## src/sv/assert_macros.svh

```systemverilog
// ----------------------------------------------------------------------------
// assert_macros.svh
// concurrent assertion macros, compiled out when NO_ASSERTIONS is defined
// ----------------------------------------------------------------------------
`ifndef ASSERT_MACROS_SVH
`define ASSERT_MACROS_SVH

`ifndef NO_ASSERTIONS

`define ASSERT_IMP(lbl, clk, rst_n, ante, cons) \
  lbl: assert property (@(posedge clk) disable iff (!rst_n) (ante) |-> (cons)) \
    else $error("assertion failed");

`define ASSERT_NXT(lbl, clk, rst_n, ante, cons) \
  lbl: assert property (@(posedge clk) disable iff (!rst_n) (ante) |=> (cons)) \
    else $error("assertion failed");

`else

`define ASSERT_IMP(lbl, clk, rst_n, ante, cons)

`define ASSERT_NXT(lbl, clk, rst_n, ante, cons)

`endif

`endif

```

## src/sv/psch_pkg.sv

```systemverilog
// ----------------------------------------------------------------------------
// psch_pkg
// shared widths, codes and types of the priority scheduler
// ----------------------------------------------------------------------------
package psch_pkg;

  localparam int IDX_W       = 4;
  localparam int MAX_ENTRIES = 2 ** IDX_W;
  localparam int ARR_W       = 16;
  localparam int BUR_W       = 16;
  localparam int PRI_W       = 8;
  localparam int TIME_W      = 20;
  localparam int CNT_W       = 5;

  localparam logic [TIME_W-1:0] TIME_MAX = {TIME_W{1'b1}};

  localparam logic MODE_LOAD = 1'b0;
  localparam logic MODE_TICK = 1'b1;

  typedef struct packed {
    logic capture;
    logic load;
    logic eval;
    logic pick;
    logic exec;
    logic emit;
  } cmd_t;

  typedef struct packed {
    logic [IDX_W-1:0]  running_id;
    logic              idle;
    logic [TIME_W-1:0] slice_end;
    logic              finished;
    logic [TIME_W-1:0] completion_time;
    logic [TIME_W-1:0] turnaround;
    logic [TIME_W-1:0] waiting;
    logic [TIME_W-1:0] response;
    logic              all_done;
    logic              load_error;
  } out_item_t;

endpackage

```

## src/sv/psch_if.sv

```systemverilog
// ----------------------------------------------------------------------------
// psch_if
// valid/ready channels for input items and result items
// ----------------------------------------------------------------------------
interface psch_in_if import psch_pkg::*; ();
  logic              valid;
  logic              ready;
  logic              mode;
  logic [IDX_W-1:0]  proc_index;
  logic [ARR_W-1:0]  arrival;
  logic [BUR_W-1:0]  burst;
  logic [PRI_W-1:0]  prio;

  modport source (output valid, mode, proc_index, arrival, burst, prio, input ready);
  modport sink   (input valid, mode, proc_index, arrival, burst, prio, output ready);
endinterface

interface psch_out_if import psch_pkg::*; ();
  logic              valid;
  logic              ready;
  logic [IDX_W-1:0]  running_id;
  logic              idle;
  logic [TIME_W-1:0] slice_end;
  logic              finished;
  logic [TIME_W-1:0] completion_time;
  logic [TIME_W-1:0] turnaround;
  logic [TIME_W-1:0] waiting;
  logic [TIME_W-1:0] response;
  logic              all_done;
  logic              load_error;

  modport source (output valid, running_id, idle, slice_end, finished, completion_time,
                  turnaround, waiting, response, all_done, load_error, input ready);
  modport sink   (input valid, running_id, idle, slice_end, finished, completion_time,
                  turnaround, waiting, response, all_done, load_error, output ready);
endinterface

```

## src/sv/preemptive_priority_scheduler.sv

```systemverilog
// ----------------------------------------------------------------------------
// preemptive_priority_scheduler: one-unit-per-tick priority scheduler
// tick item: capture, eval, priority tree pick, execute, then emit of the result beat
// load item: capture, table write, then emit of the result beat
// next item taken once its result beat is emitted
// two-stage registered priority tree over the process entries
// synchronous active-low reset: time 0, no service left, process_count 1
// ----------------------------------------------------------------------------
`include "assert_macros.svh"

module preemptive_priority_scheduler import psch_pkg::*; #(
  parameter int MAX_PROCS = 16
) (
  input  logic              clk,
  input  logic              rst_n,
  input  logic              cfg_we,
  input  logic [CNT_W-1:0]  cfg_data,
  psch_in_if.sink           in_ch,
  psch_out_if.source        out_ch
);

  cmd_t      cmd;
  out_item_t res;
  logic      in_ready_w;
  logic      out_valid_w;

  psch_ctrl u_ctrl (
    .clk       (clk),
    .rst_n     (rst_n),
    .in_valid  (in_ch.valid),
    .in_mode   (in_ch.mode),
    .in_ready  (in_ready_w),
    .out_valid (out_valid_w),
    .out_ready (out_ch.ready),
    .cmd       (cmd)
  );

  psch_dp #(
    .MAX_PROCS (MAX_PROCS)
  ) u_dp (
    .clk           (clk),
    .rst_n         (rst_n),
    .cmd           (cmd),
    .cfg_we        (cfg_we),
    .cfg_data      (cfg_data),
    .in_mode       (in_ch.mode),
    .in_proc_index (in_ch.proc_index),
    .in_arrival    (in_ch.arrival),
    .in_burst      (in_ch.burst),
    .in_prio       (in_ch.prio),
    .res           (res)
  );

  assign in_ch.ready            = in_ready_w;
  assign out_ch.valid           = out_valid_w;
  assign out_ch.running_id      = res.running_id;
  assign out_ch.idle            = res.idle;
  assign out_ch.slice_end       = res.slice_end;
  assign out_ch.finished        = res.finished;
  assign out_ch.completion_time = res.completion_time;
  assign out_ch.turnaround      = res.turnaround;
  assign out_ch.waiting         = res.waiting;
  assign out_ch.response        = res.response;
  assign out_ch.all_done        = res.all_done;
  assign out_ch.load_error      = res.load_error;

  `ASSERT_NXT(a_busy_after_accept, clk, rst_n, in_ch.valid && in_ch.ready, !in_ch.ready)
  `ASSERT_IMP(a_idle_no_run, clk, rst_n, out_ch.valid && out_ch.idle,
              (out_ch.running_id == '0) && !out_ch.finished)
  `ASSERT_IMP(a_finish_times, clk, rst_n, out_ch.valid && out_ch.finished,
              (out_ch.completion_time == out_ch.slice_end) &&
              (out_ch.turnaround >= out_ch.waiting))
  `ASSERT_IMP(a_err_on_load, clk, rst_n, out_ch.valid && out_ch.load_error,
              !out_ch.finished && !out_ch.idle)

endmodule

```

## src/sv/psch_ctrl.sv

```systemverilog
// ----------------------------------------------------------------------------
// psch_ctrl
// sequencer: capture, table write or eval/pick/execute, then result beat
// ----------------------------------------------------------------------------
module psch_ctrl import psch_pkg::*; (
  input  logic clk,
  input  logic rst_n,
  input  logic in_valid,
  input  logic in_mode,
  output logic in_ready,
  output logic out_valid,
  input  logic out_ready,
  output cmd_t cmd
);

  localparam logic [2:0] S_IDLE = 3'd0;
  localparam logic [2:0] S_LOAD = 3'd1;
  localparam logic [2:0] S_EVAL = 3'd2;
  localparam logic [2:0] S_PICK = 3'd3;
  localparam logic [2:0] S_EXEC = 3'd4;
  localparam logic [2:0] S_RESP = 3'd5;

  logic [2:0] state_r, state_nxt;
  logic       out_valid_r, out_valid_nxt;

  always_comb begin
    state_nxt = state_r;
    cmd       = '0;
    case (state_r)
      S_IDLE: begin
        if (in_valid) begin
          cmd.capture = 1'b1;
          state_nxt   = (in_mode == MODE_TICK) ? S_EVAL : S_LOAD;
        end
      end
      S_LOAD: begin
        cmd.load  = 1'b1;
        state_nxt = S_RESP;
      end
      S_EVAL: begin
        cmd.eval  = 1'b1;
        state_nxt = S_PICK;
      end
      S_PICK: begin
        cmd.pick  = 1'b1;
        state_nxt = S_EXEC;
      end
      S_EXEC: begin
        cmd.exec  = 1'b1;
        state_nxt = S_RESP;
      end
      S_RESP: begin
        if (!out_valid_r || out_ready) begin
          cmd.emit  = 1'b1;
          state_nxt = S_IDLE;
        end
      end
      default: state_nxt = S_IDLE;
    endcase
  end

  always_comb begin
    if (cmd.emit) begin
      out_valid_nxt = 1'b1;
    end else if (out_ready) begin
      out_valid_nxt = 1'b0;
    end else begin
      out_valid_nxt = out_valid_r;
    end
  end

  always_ff @(posedge clk) begin
    if (!rst_n) begin
      state_r     <= S_IDLE;
      out_valid_r <= 1'b0;
    end else begin
      state_r     <= state_nxt;
      out_valid_r <= out_valid_nxt;
    end
  end

  assign in_ready  = (state_r == S_IDLE);
  assign out_valid = out_valid_r;

endmodule

```

## src/sv/psch_dp.sv

```systemverilog
// ----------------------------------------------------------------------------
// psch_dp
// process tables, two-stage priority tree, time and metric arithmetic
// ----------------------------------------------------------------------------
module psch_dp import psch_pkg::*; #(
  parameter int MAX_PROCS = 16
) (
  input  logic              clk,
  input  logic              rst_n,
  input  cmd_t              cmd,
  input  logic              cfg_we,
  input  logic [CNT_W-1:0]  cfg_data,
  input  logic              in_mode,
  input  logic [IDX_W-1:0]  in_proc_index,
  input  logic [ARR_W-1:0]  in_arrival,
  input  logic [BUR_W-1:0]  in_burst,
  input  logic [PRI_W-1:0]  in_prio,
  output out_item_t         res
);

  localparam int NE    = (MAX_PROCS < MAX_ENTRIES) ? MAX_PROCS : MAX_ENTRIES;
  localparam int IW    = $clog2(NE);
  localparam int KEY_W = 1 + PRI_W + IDX_W;
  localparam int GRP   = 4;
  localparam int NGRP  = MAX_ENTRIES / GRP;
  localparam logic [CNT_W-1:0] NE_V = CNT_W'(NE);

  typedef logic [KEY_W-1:0] key_t;

  function automatic key_t kmax(input key_t a, input key_t b);
    return (a > b) ? a : b;
  endfunction

  function automatic logic [TIME_W-1:0] sub_sat(input logic [TIME_W-1:0] a,
                                                input logic [TIME_W-1:0] b);
    return (a > b) ? (a - b) : '0;
  endfunction

  // captured item
  logic              mode_r;
  logic [IDX_W-1:0]  idx_r;
  logic [ARR_W-1:0]  arr_in_r;
  logic [BUR_W-1:0]  bur_in_r;
  logic [PRI_W-1:0]  pri_in_r;

  // process tables
  logic [ARR_W-1:0]  arr_tab_r [NE];
  logic [BUR_W-1:0]  bur_tab_r [NE];
  logic [BUR_W-1:0]  rem_tab_r [NE];
  logic [PRI_W-1:0]  pri_tab_r [NE];
  logic [TIME_W-1:0] fs_tab_r  [NE];
  logic [NE-1:0]     started_r;

  logic [CNT_W-1:0]  pc_r;
  logic [TIME_W-1:0] time_r;

  // pick pipeline
  key_t              key_w  [MAX_ENTRIES];
  key_t              grp_r  [NGRP];
  key_t              grp_nxt[NGRP];
  key_t              best_r;
  key_t              best_nxt;
  logic [TIME_W-1:0] end_r;
  logic [NE-1:0]     busy_w;

  // execute results
  logic [IDX_W-1:0]  pick_r;
  logic              idle_r;
  logic              fin_r;
  logic [TIME_W-1:0] tat_r;
  logic [TIME_W-1:0] resp_r;
  logic [BUR_W-1:0]  bsel_r;

  out_item_t         res_r, res_nxt;

  for (genvar e = 0; e < MAX_ENTRIES; e++) begin : g_key
    if (e < NE) begin : g_live
      logic live;
      logic elig;
      assign live       = (CNT_W'(e) < pc_r) && (rem_tab_r[e] != '0);
      assign elig       = live && ({{(TIME_W-ARR_W){1'b0}}, arr_tab_r[e]} <= time_r);
      assign busy_w[e]  = live;
      assign key_w[e]   = {elig, pri_tab_r[e], IDX_W'(e)};
    end else begin : g_pad
      assign key_w[e] = '0;
    end
  end

  always_comb begin
    for (int g = 0; g < NGRP; g++) begin
      grp_nxt[g] = kmax(kmax(key_w[GRP*g], key_w[GRP*g+1]),
                        kmax(key_w[GRP*g+2], key_w[GRP*g+3]));
    end
    best_nxt = grp_r[0];
    for (int g = 1; g < NGRP; g++) begin
      best_nxt = kmax(best_nxt, grp_r[g]);
    end
  end

  // selected entry
  logic              sel_ok;
  logic [IW-1:0]     sel_i;
  logic [ARR_W-1:0]  sel_arr;
  logic [BUR_W-1:0]  sel_rem;
  logic [TIME_W-1:0] sel_fs;
  logic [TIME_W-1:0] sel_arr_x;

  assign sel_ok    = best_r[KEY_W-1];
  assign sel_i     = best_r[IW-1:0];
  assign sel_arr   = arr_tab_r[sel_i];
  assign sel_rem   = rem_tab_r[sel_i];
  assign sel_fs    = started_r[sel_i] ? fs_tab_r[sel_i] : time_r;
  assign sel_arr_x = {{(TIME_W-ARR_W){1'b0}}, sel_arr};

  logic load_wr;
  assign load_wr = cmd.load && (bur_in_r != '0) && ({1'b0, idx_r} < NE_V);

  always_ff @(posedge clk) begin
    if (!rst_n) begin
      pc_r      <= CNT_W'(1);
      time_r    <= '0;
      started_r <= '0;
      for (int e = 0; e < NE; e++) begin
        rem_tab_r[e] <= '0;
      end
    end else begin
      if (cfg_we) begin
        pc_r <= cfg_data;
      end
      if (load_wr) begin
        rem_tab_r[idx_r[IW-1:0]] <= bur_in_r;
        started_r[idx_r[IW-1:0]] <= 1'b0;
      end
      if (cmd.exec) begin
        time_r <= end_r;
        if (sel_ok) begin
          rem_tab_r[sel_i] <= sel_rem - BUR_W'(1);
          started_r[sel_i] <= 1'b1;
        end
      end
    end
  end

  always_ff @(posedge clk) begin
    if (cmd.capture) begin
      mode_r   <= in_mode;
      idx_r    <= in_proc_index;
      arr_in_r <= in_arrival;
      bur_in_r <= in_burst;
      pri_in_r <= in_prio;
    end
    if (load_wr) begin
      arr_tab_r[idx_r[IW-1:0]] <= arr_in_r;
      bur_tab_r[idx_r[IW-1:0]] <= bur_in_r;
      pri_tab_r[idx_r[IW-1:0]] <= pri_in_r;
    end
    if (cmd.eval) begin
      grp_r <= grp_nxt;
    end
    if (cmd.pick) begin
      best_r <= best_nxt;
      end_r  <= (time_r == TIME_MAX) ? time_r : time_r + TIME_W'(1);
    end
    if (cmd.exec) begin
      idle_r <= !sel_ok;
      pick_r <= sel_ok ? best_r[IDX_W-1:0] : '0;
      fin_r  <= sel_ok && (sel_rem == BUR_W'(1));
      tat_r  <= sub_sat(end_r, sel_arr_x);
      resp_r <= sub_sat(sel_fs, sel_arr_x);
      bsel_r <= bur_tab_r[sel_i];
      if (sel_ok && !started_r[sel_i]) begin
        fs_tab_r[sel_i] <= time_r;
      end
    end
    if (cmd.emit) begin
      res_r <= res_nxt;
    end
  end

  always_comb begin
    res_nxt            = '0;
    res_nxt.slice_end  = time_r;
    res_nxt.all_done   = ~|busy_w;
    if (mode_r == MODE_TICK) begin
      res_nxt.running_id = pick_r;
      res_nxt.idle       = idle_r;
      res_nxt.finished   = fin_r;
      if (fin_r) begin
        res_nxt.completion_time = time_r;
        res_nxt.turnaround      = tat_r;
        res_nxt.waiting         = sub_sat(tat_r, {{(TIME_W-BUR_W){1'b0}}, bsel_r});
        res_nxt.response        = resp_r;
      end
    end else begin
      res_nxt.load_error = (bur_in_r == '0);
    end
  end

  assign res = res_r;

endmodule
```

## src/flat_wrapper.sv

```systemverilog
// flat-port wrapper written by rule: the top's interface ports become plain ports
module preemptive_priority_scheduler_flat import psch_pkg::*;
#(
  parameter int MAX_PROCS = 16
)
  (clk, rst_n, cfg_we, cfg_data, in_ch_valid, in_ch_mode, in_ch_proc_index, in_ch_arrival, in_ch_burst, in_ch_prio, in_ch_ready, out_ch_valid, out_ch_running_id, out_ch_idle, out_ch_slice_end, out_ch_finished, out_ch_completion_time, out_ch_turnaround, out_ch_waiting, out_ch_response, out_ch_all_done, out_ch_load_error, out_ch_ready);
  psch_in_if in_ch_i ();
  psch_out_if out_ch_i ();
  input  logic clk;
  input  logic rst_n;
  input  logic cfg_we;
  input  logic [CNT_W-1:0] cfg_data;
  input wire logic [$bits(in_ch_i.valid)-1:0] in_ch_valid;
  input wire logic [$bits(in_ch_i.mode)-1:0] in_ch_mode;
  input wire logic [$bits(in_ch_i.proc_index)-1:0] in_ch_proc_index;
  input wire logic [$bits(in_ch_i.arrival)-1:0] in_ch_arrival;
  input wire logic [$bits(in_ch_i.burst)-1:0] in_ch_burst;
  input wire logic [$bits(in_ch_i.prio)-1:0] in_ch_prio;
  output wire logic [$bits(in_ch_i.ready)-1:0] in_ch_ready;
  output wire logic [$bits(out_ch_i.valid)-1:0] out_ch_valid;
  output wire logic [$bits(out_ch_i.running_id)-1:0] out_ch_running_id;
  output wire logic [$bits(out_ch_i.idle)-1:0] out_ch_idle;
  output wire logic [$bits(out_ch_i.slice_end)-1:0] out_ch_slice_end;
  output wire logic [$bits(out_ch_i.finished)-1:0] out_ch_finished;
  output wire logic [$bits(out_ch_i.completion_time)-1:0] out_ch_completion_time;
  output wire logic [$bits(out_ch_i.turnaround)-1:0] out_ch_turnaround;
  output wire logic [$bits(out_ch_i.waiting)-1:0] out_ch_waiting;
  output wire logic [$bits(out_ch_i.response)-1:0] out_ch_response;
  output wire logic [$bits(out_ch_i.all_done)-1:0] out_ch_all_done;
  output wire logic [$bits(out_ch_i.load_error)-1:0] out_ch_load_error;
  input wire logic [$bits(out_ch_i.ready)-1:0] out_ch_ready;
  assign in_ch_i.valid = in_ch_valid;
  assign in_ch_i.mode = in_ch_mode;
  assign in_ch_i.proc_index = in_ch_proc_index;
  assign in_ch_i.arrival = in_ch_arrival;
  assign in_ch_i.burst = in_ch_burst;
  assign in_ch_i.prio = in_ch_prio;
  assign in_ch_ready = in_ch_i.ready;
  assign out_ch_valid = out_ch_i.valid;
  assign out_ch_running_id = out_ch_i.running_id;
  assign out_ch_idle = out_ch_i.idle;
  assign out_ch_slice_end = out_ch_i.slice_end;
  assign out_ch_finished = out_ch_i.finished;
  assign out_ch_completion_time = out_ch_i.completion_time;
  assign out_ch_turnaround = out_ch_i.turnaround;
  assign out_ch_waiting = out_ch_i.waiting;
  assign out_ch_response = out_ch_i.response;
  assign out_ch_all_done = out_ch_i.all_done;
  assign out_ch_load_error = out_ch_i.load_error;
  assign out_ch_i.ready = out_ch_ready;
  preemptive_priority_scheduler #(.MAX_PROCS(MAX_PROCS)) u_core (.clk(clk), .rst_n(rst_n), .cfg_we(cfg_we), .cfg_data(cfg_data), .in_ch(in_ch_i), .out_ch(out_ch_i));
endmodule
```

## config.mk

```make
export PLATFORM = sky130hd
export DESIGN_NAME = preemptive_priority_scheduler_flat
export DESIGN_NICKNAME = d
export VERILOG_FILES = /design/src/sv/psch_pkg.sv /design/src/sv/psch_if.sv /design/src/sv/preemptive_priority_scheduler.sv /design/src/sv/psch_ctrl.sv /design/src/sv/psch_dp.sv /design/src/flat_wrapper.sv
export VERILOG_INCLUDE_DIRS = /design/src /design/src/sv
export SDC_FILE = /design/constraint.sdc
export NUM_CORES = 2
export LEC_CHECK = 0
export BUFFER_PORTS_ARGS = -buffer_cell sky130_fd_sc_hd__buf_2
export CAP_MARGIN = 20
export CORE_MARGIN = 4
export CORE_UTILIZATION = 53
export CTS_CLUSTER_DIAMETER = 40
export CTS_CLUSTER_SIZE = 40
export DETAILED_ROUTE_END_ITERATION = 8
export PLACE_DENSITY_LB_ADDON = 0.12
export RECOVER_POWER = 100
export SLEW_MARGIN = 20
export SYNTH_ARGS = -nofsm -noshare
export SYNTH_HDL_FRONTEND = slang
export SYNTH_SLANG_ARGS = --single-unit
```

## constraint.sdc

```tcl
create_clock -name clk -period 10.4 [get_ports clk]
set_input_delay 1.56 -clock clk [delete_from_list [all_inputs] [get_ports clk]]
set_output_delay 1.56 -clock clk [all_outputs]
set_load 0.01 [all_outputs]
```

==> flow_summary.ini <==
[clock_tree]
htreeDepth = 4
cts_resized = 0
cts_tree = done
numCtsBuffers = 196
path_clk_slew_ps = 70
ctsHoldBuffers = 0
post-cts-setup-buffers = 0
clockBufferDepth = 3
numClockSinks = 1549
clk_latency_ps = 840
root_buffer = clkbuf_16

[timing]
fin_crit_ps = 8130
grt_setup_unrepaired = false
tns_ps = 0
setup_viol = 0
timing.fmax_mhz = 123
skew_ps = 47.6
tightest_slew_ps = 4580
drv_slew = 1582
fin_crit_sh = 0.782
slew_headroom = -2.05
hold_viol = 0

[cells_and_area]
fill_cells = 10200
layout_common_cells = edfxtp_1 (1500), ha_1 (428), nor2_1 (392)
area_growth_pct = 13.5
drive_gt1_frac = 0.169
fin_nets = 5468
layout_commonest_cell = edfxtp_1

[synthesis]
syn_nets = 5202
synth-compound-area-share = 0.0621
synth_edf_count = 1500
syn_inst = 4716
synth_warnings = 0
ys_seq_area_frac = 0.637
synth_area_mm2 = 0.0723
synth_fa_ha_area_frac = 0.0749
yosys_register_bits = 1549
synth_top_family_by_area = multiplexers
syn_avg_cell_area_um2 = 15.3
ys.flop_type = edfxtp_1
synthSimpleGateAreaFrac = 0.0801
async_reset_ff_frac = 0
synth-xor-area-share = 0.00751
synth.mux.area_fraction = 0.116
synth.distinct_cells = 74

[floorplanning]
num_rows = 135
dieArea_mm2 = 0.142
core_mm2 = 0.135
chipHeight_um = 377
initial_core_util = 0.533
ios = 165
die_w_um = 377

[worst_hold_path]
holdCritPathClass = reg2reg

[power]
p_leak_nw = 29.3
design_power_total_mw = 16.2
powerDensity_mw_per_mm2 = 197
peakVddDrop_uv = 161

[drt]
routed_wl_um = 203000
ant_nets = 0
drt_first_iter_violations = 5237
num_vias = 44100
drc = 0
firstDrtPassIters = 5
routedWlPerCell_um = 29.2
viasPerCell = 6.36

[critical_path]
path_cells = buf_12 > buf_4 > clkbuf_1 > mux4_2 > a22oi_1 > nand2_1 > or4_4 > nor4_1 > xnor2_1 > mux2i_4 > nor2_1
critPathMaxFanout = 83
slowest_stage = clkbuf_1
worstPathArrival_ps = 8670
crit_type = reg2reg
start_kind = register
crit_path_max_incr_delay_ps = 2590
required_ps = 10940
cp-end-kind = register

[place]
gp_congestion = 0.938
portBuffers = 164
place.detailed.hpwl_um = 136000

[global_route]
grt_max_degree = 88
grt_overflow = 0
track_usage = 0.285
antenna_found_initial = 15
grt_pass1_vias = 42200
grt_pass1_wl_um = 293000

[status]
violations = capacitance limit, slew limit
status = finished with violations

[flow_run]
drv_cap = 48
area by class of cell:
cell class	instances	area, um2	area share
antenna	4	10.0	0.000122
multi-input combinational	2768	24800	0.302
timing repair buffer	259	1190	0.0145
tap	1781	2230	0.0272
inverter	208	782	0.00953
clock buffer	215	5150	0.0628
clock inverter	152	1880	0.0229
sequential	1549	46000	0.561
registers in the layout (all words and copies together), names as in the netlist, 3 cells and up, named ones only:
| signal | flops |
|---|---|
| u_core.u_dp.fs_tab_r | 320 |
| u_core.u_dp.arr_tab_r | 256 |
| u_core.u_dp.bur_tab_r | 256 |
| u_core.u_dp.rem_tab_r | 256 |
| u_core.u_dp.pri_tab_r | 128 |
| u_core.u_dp.res | 108 |
| u_core.u_dp.grp_r | 44 |
| u_core.u_dp.end_r | 20 |
| u_core.u_dp.resp_r | 20 |
| u_core.u_dp.tat_r | 20 |
| u_core.u_dp.time_r | 20 |
| u_core.u_dp.arr_in_r | 16 |
| u_core.u_dp.bsel_r | 16 |
| u_core.u_dp.bur_in_r | 16 |
| u_core.u_dp.started_r | 16 |
| u_core.u_dp.pri_in_r | 8 |
| u_core.u_dp.best_r | 5 |
| u_core.u_dp.pc_r | 5 |
| u_core.u_dp.idx_r | 4 |
| u_core.u_dp.pick_r | 4 |
| u_core.u_ctrl.state_r | 3 |
path summary, 6_finish.rpt:
kind | startpoint | end | slack, ps | depth (start not counted)
worst max-delay path | register | u_core.u_dp.rem_tab_r[2][14] | 2270 | 11
worst min-delay path | u_core.u_dp.started_r[2] | u_core.u_dp.started_r[2] | 490 | 2
worst max register to register | register | u_core.u_dp.rem_tab_r[2][14] | 2270 | 11
worst min register to register | u_core.u_dp.started_r[2] | u_core.u_dp.started_r[2] | 490 | 2
power by group:
part / switching (mW) / internal, mW / total, mW
combinational: 1.09 / 0.637 / 1.73
sequential: 0.213 / 7.14 / 7.35
clock: 2.94 / 4.13 / 7.07
cells in the mapped netlist (all sizes together), types with 6 or more instances:
cell type  instances  area (um2)
a211oi            15         113
a21boi            32         240
a21o             142        1070
a21oi            171         860
a221o              6        60.1
a221oi            10         144
a22o              10        87.6
a22oi              8        60.1
a31oi             17         106
a41oi              8        70.1
and2              30         188
and3              82         513
and4              11        96.3
and4b              7        70.1
buf               66         343
clkbuf           125         469
dfxtp             49         981
edfxtp          1500       45000
ha               428        5360
inv              208         781
mux2              22         248
mux2i             70         737
mux4             330        7430
nand2            219         822
nand2b            33         206
nand3             46         230
nand4            106         669
nor2             426        1620
nor2b             49         307
nor3              36         180
nor3b              6        45.0
nor4              83         532
o211ai            12        90.1
o21a              55         413
o21ai            120         601
o21bai            16         120
o221a              6        67.6
o22ai              6        37.5
o31ai             19         143
or2               22         138
or3                9        56.3
xnor2             38         333
xor2              24         210
worst max-delay path: cells and delay by family, from the launching register on:
family                    cells  cell delay [ps]
and+or+nand+nor               4             1290
DFF                           1              630
xor gates and xnor gates      1              170
muxes                         2             1470
AOI/OAI and AO/OA             1              230
buffers and inverters         3             3850
metal layers:
layer / GRT usage / vias to the layer above / wire (um)
met5: 0 / - / 13
met4: 0.0990 / 2 / 7460
met3: 0.0551 / 305 / 18900
met2: 0.425 / 2172 / 90300
met1: 0.424 / 22500 / 86200
li1: - / 19200 / -
through the flow:
| step | std cells | hold slack (ps) | utilization | setup slack [ps] | instance area [um2] |
|---|---|---|---|---|---|
| floorplan | 4716 | 451 | - | 3570 | 72300 |
| global placement | 6565 | 463 | 0.557 | 3600 | 75500 |
| detailed placement | 6565 | 477 | 0.557 | 3450 | 75500 |
| CTS | 6932 | 486 | 0.609 | 3390 | 82500 |
| global route | 6932 | 502 | 0.606 | 1520 | 82000 |
| finish | 6936 | 490 | 0.606 | 2270 | 82000 |
kinds of logic after synthesis:
kind of cell | Yosys count
AO/OA/AOI/OAI | 676
AND/OR/NAND/NOR | 1177
multiplexers | 422
adder cells (fa/ha/maj) | 431
buffers and inverters | 399
XOR/XNOR | 62
flip-flops | 1549
Power figures use the tool's default switching activity.
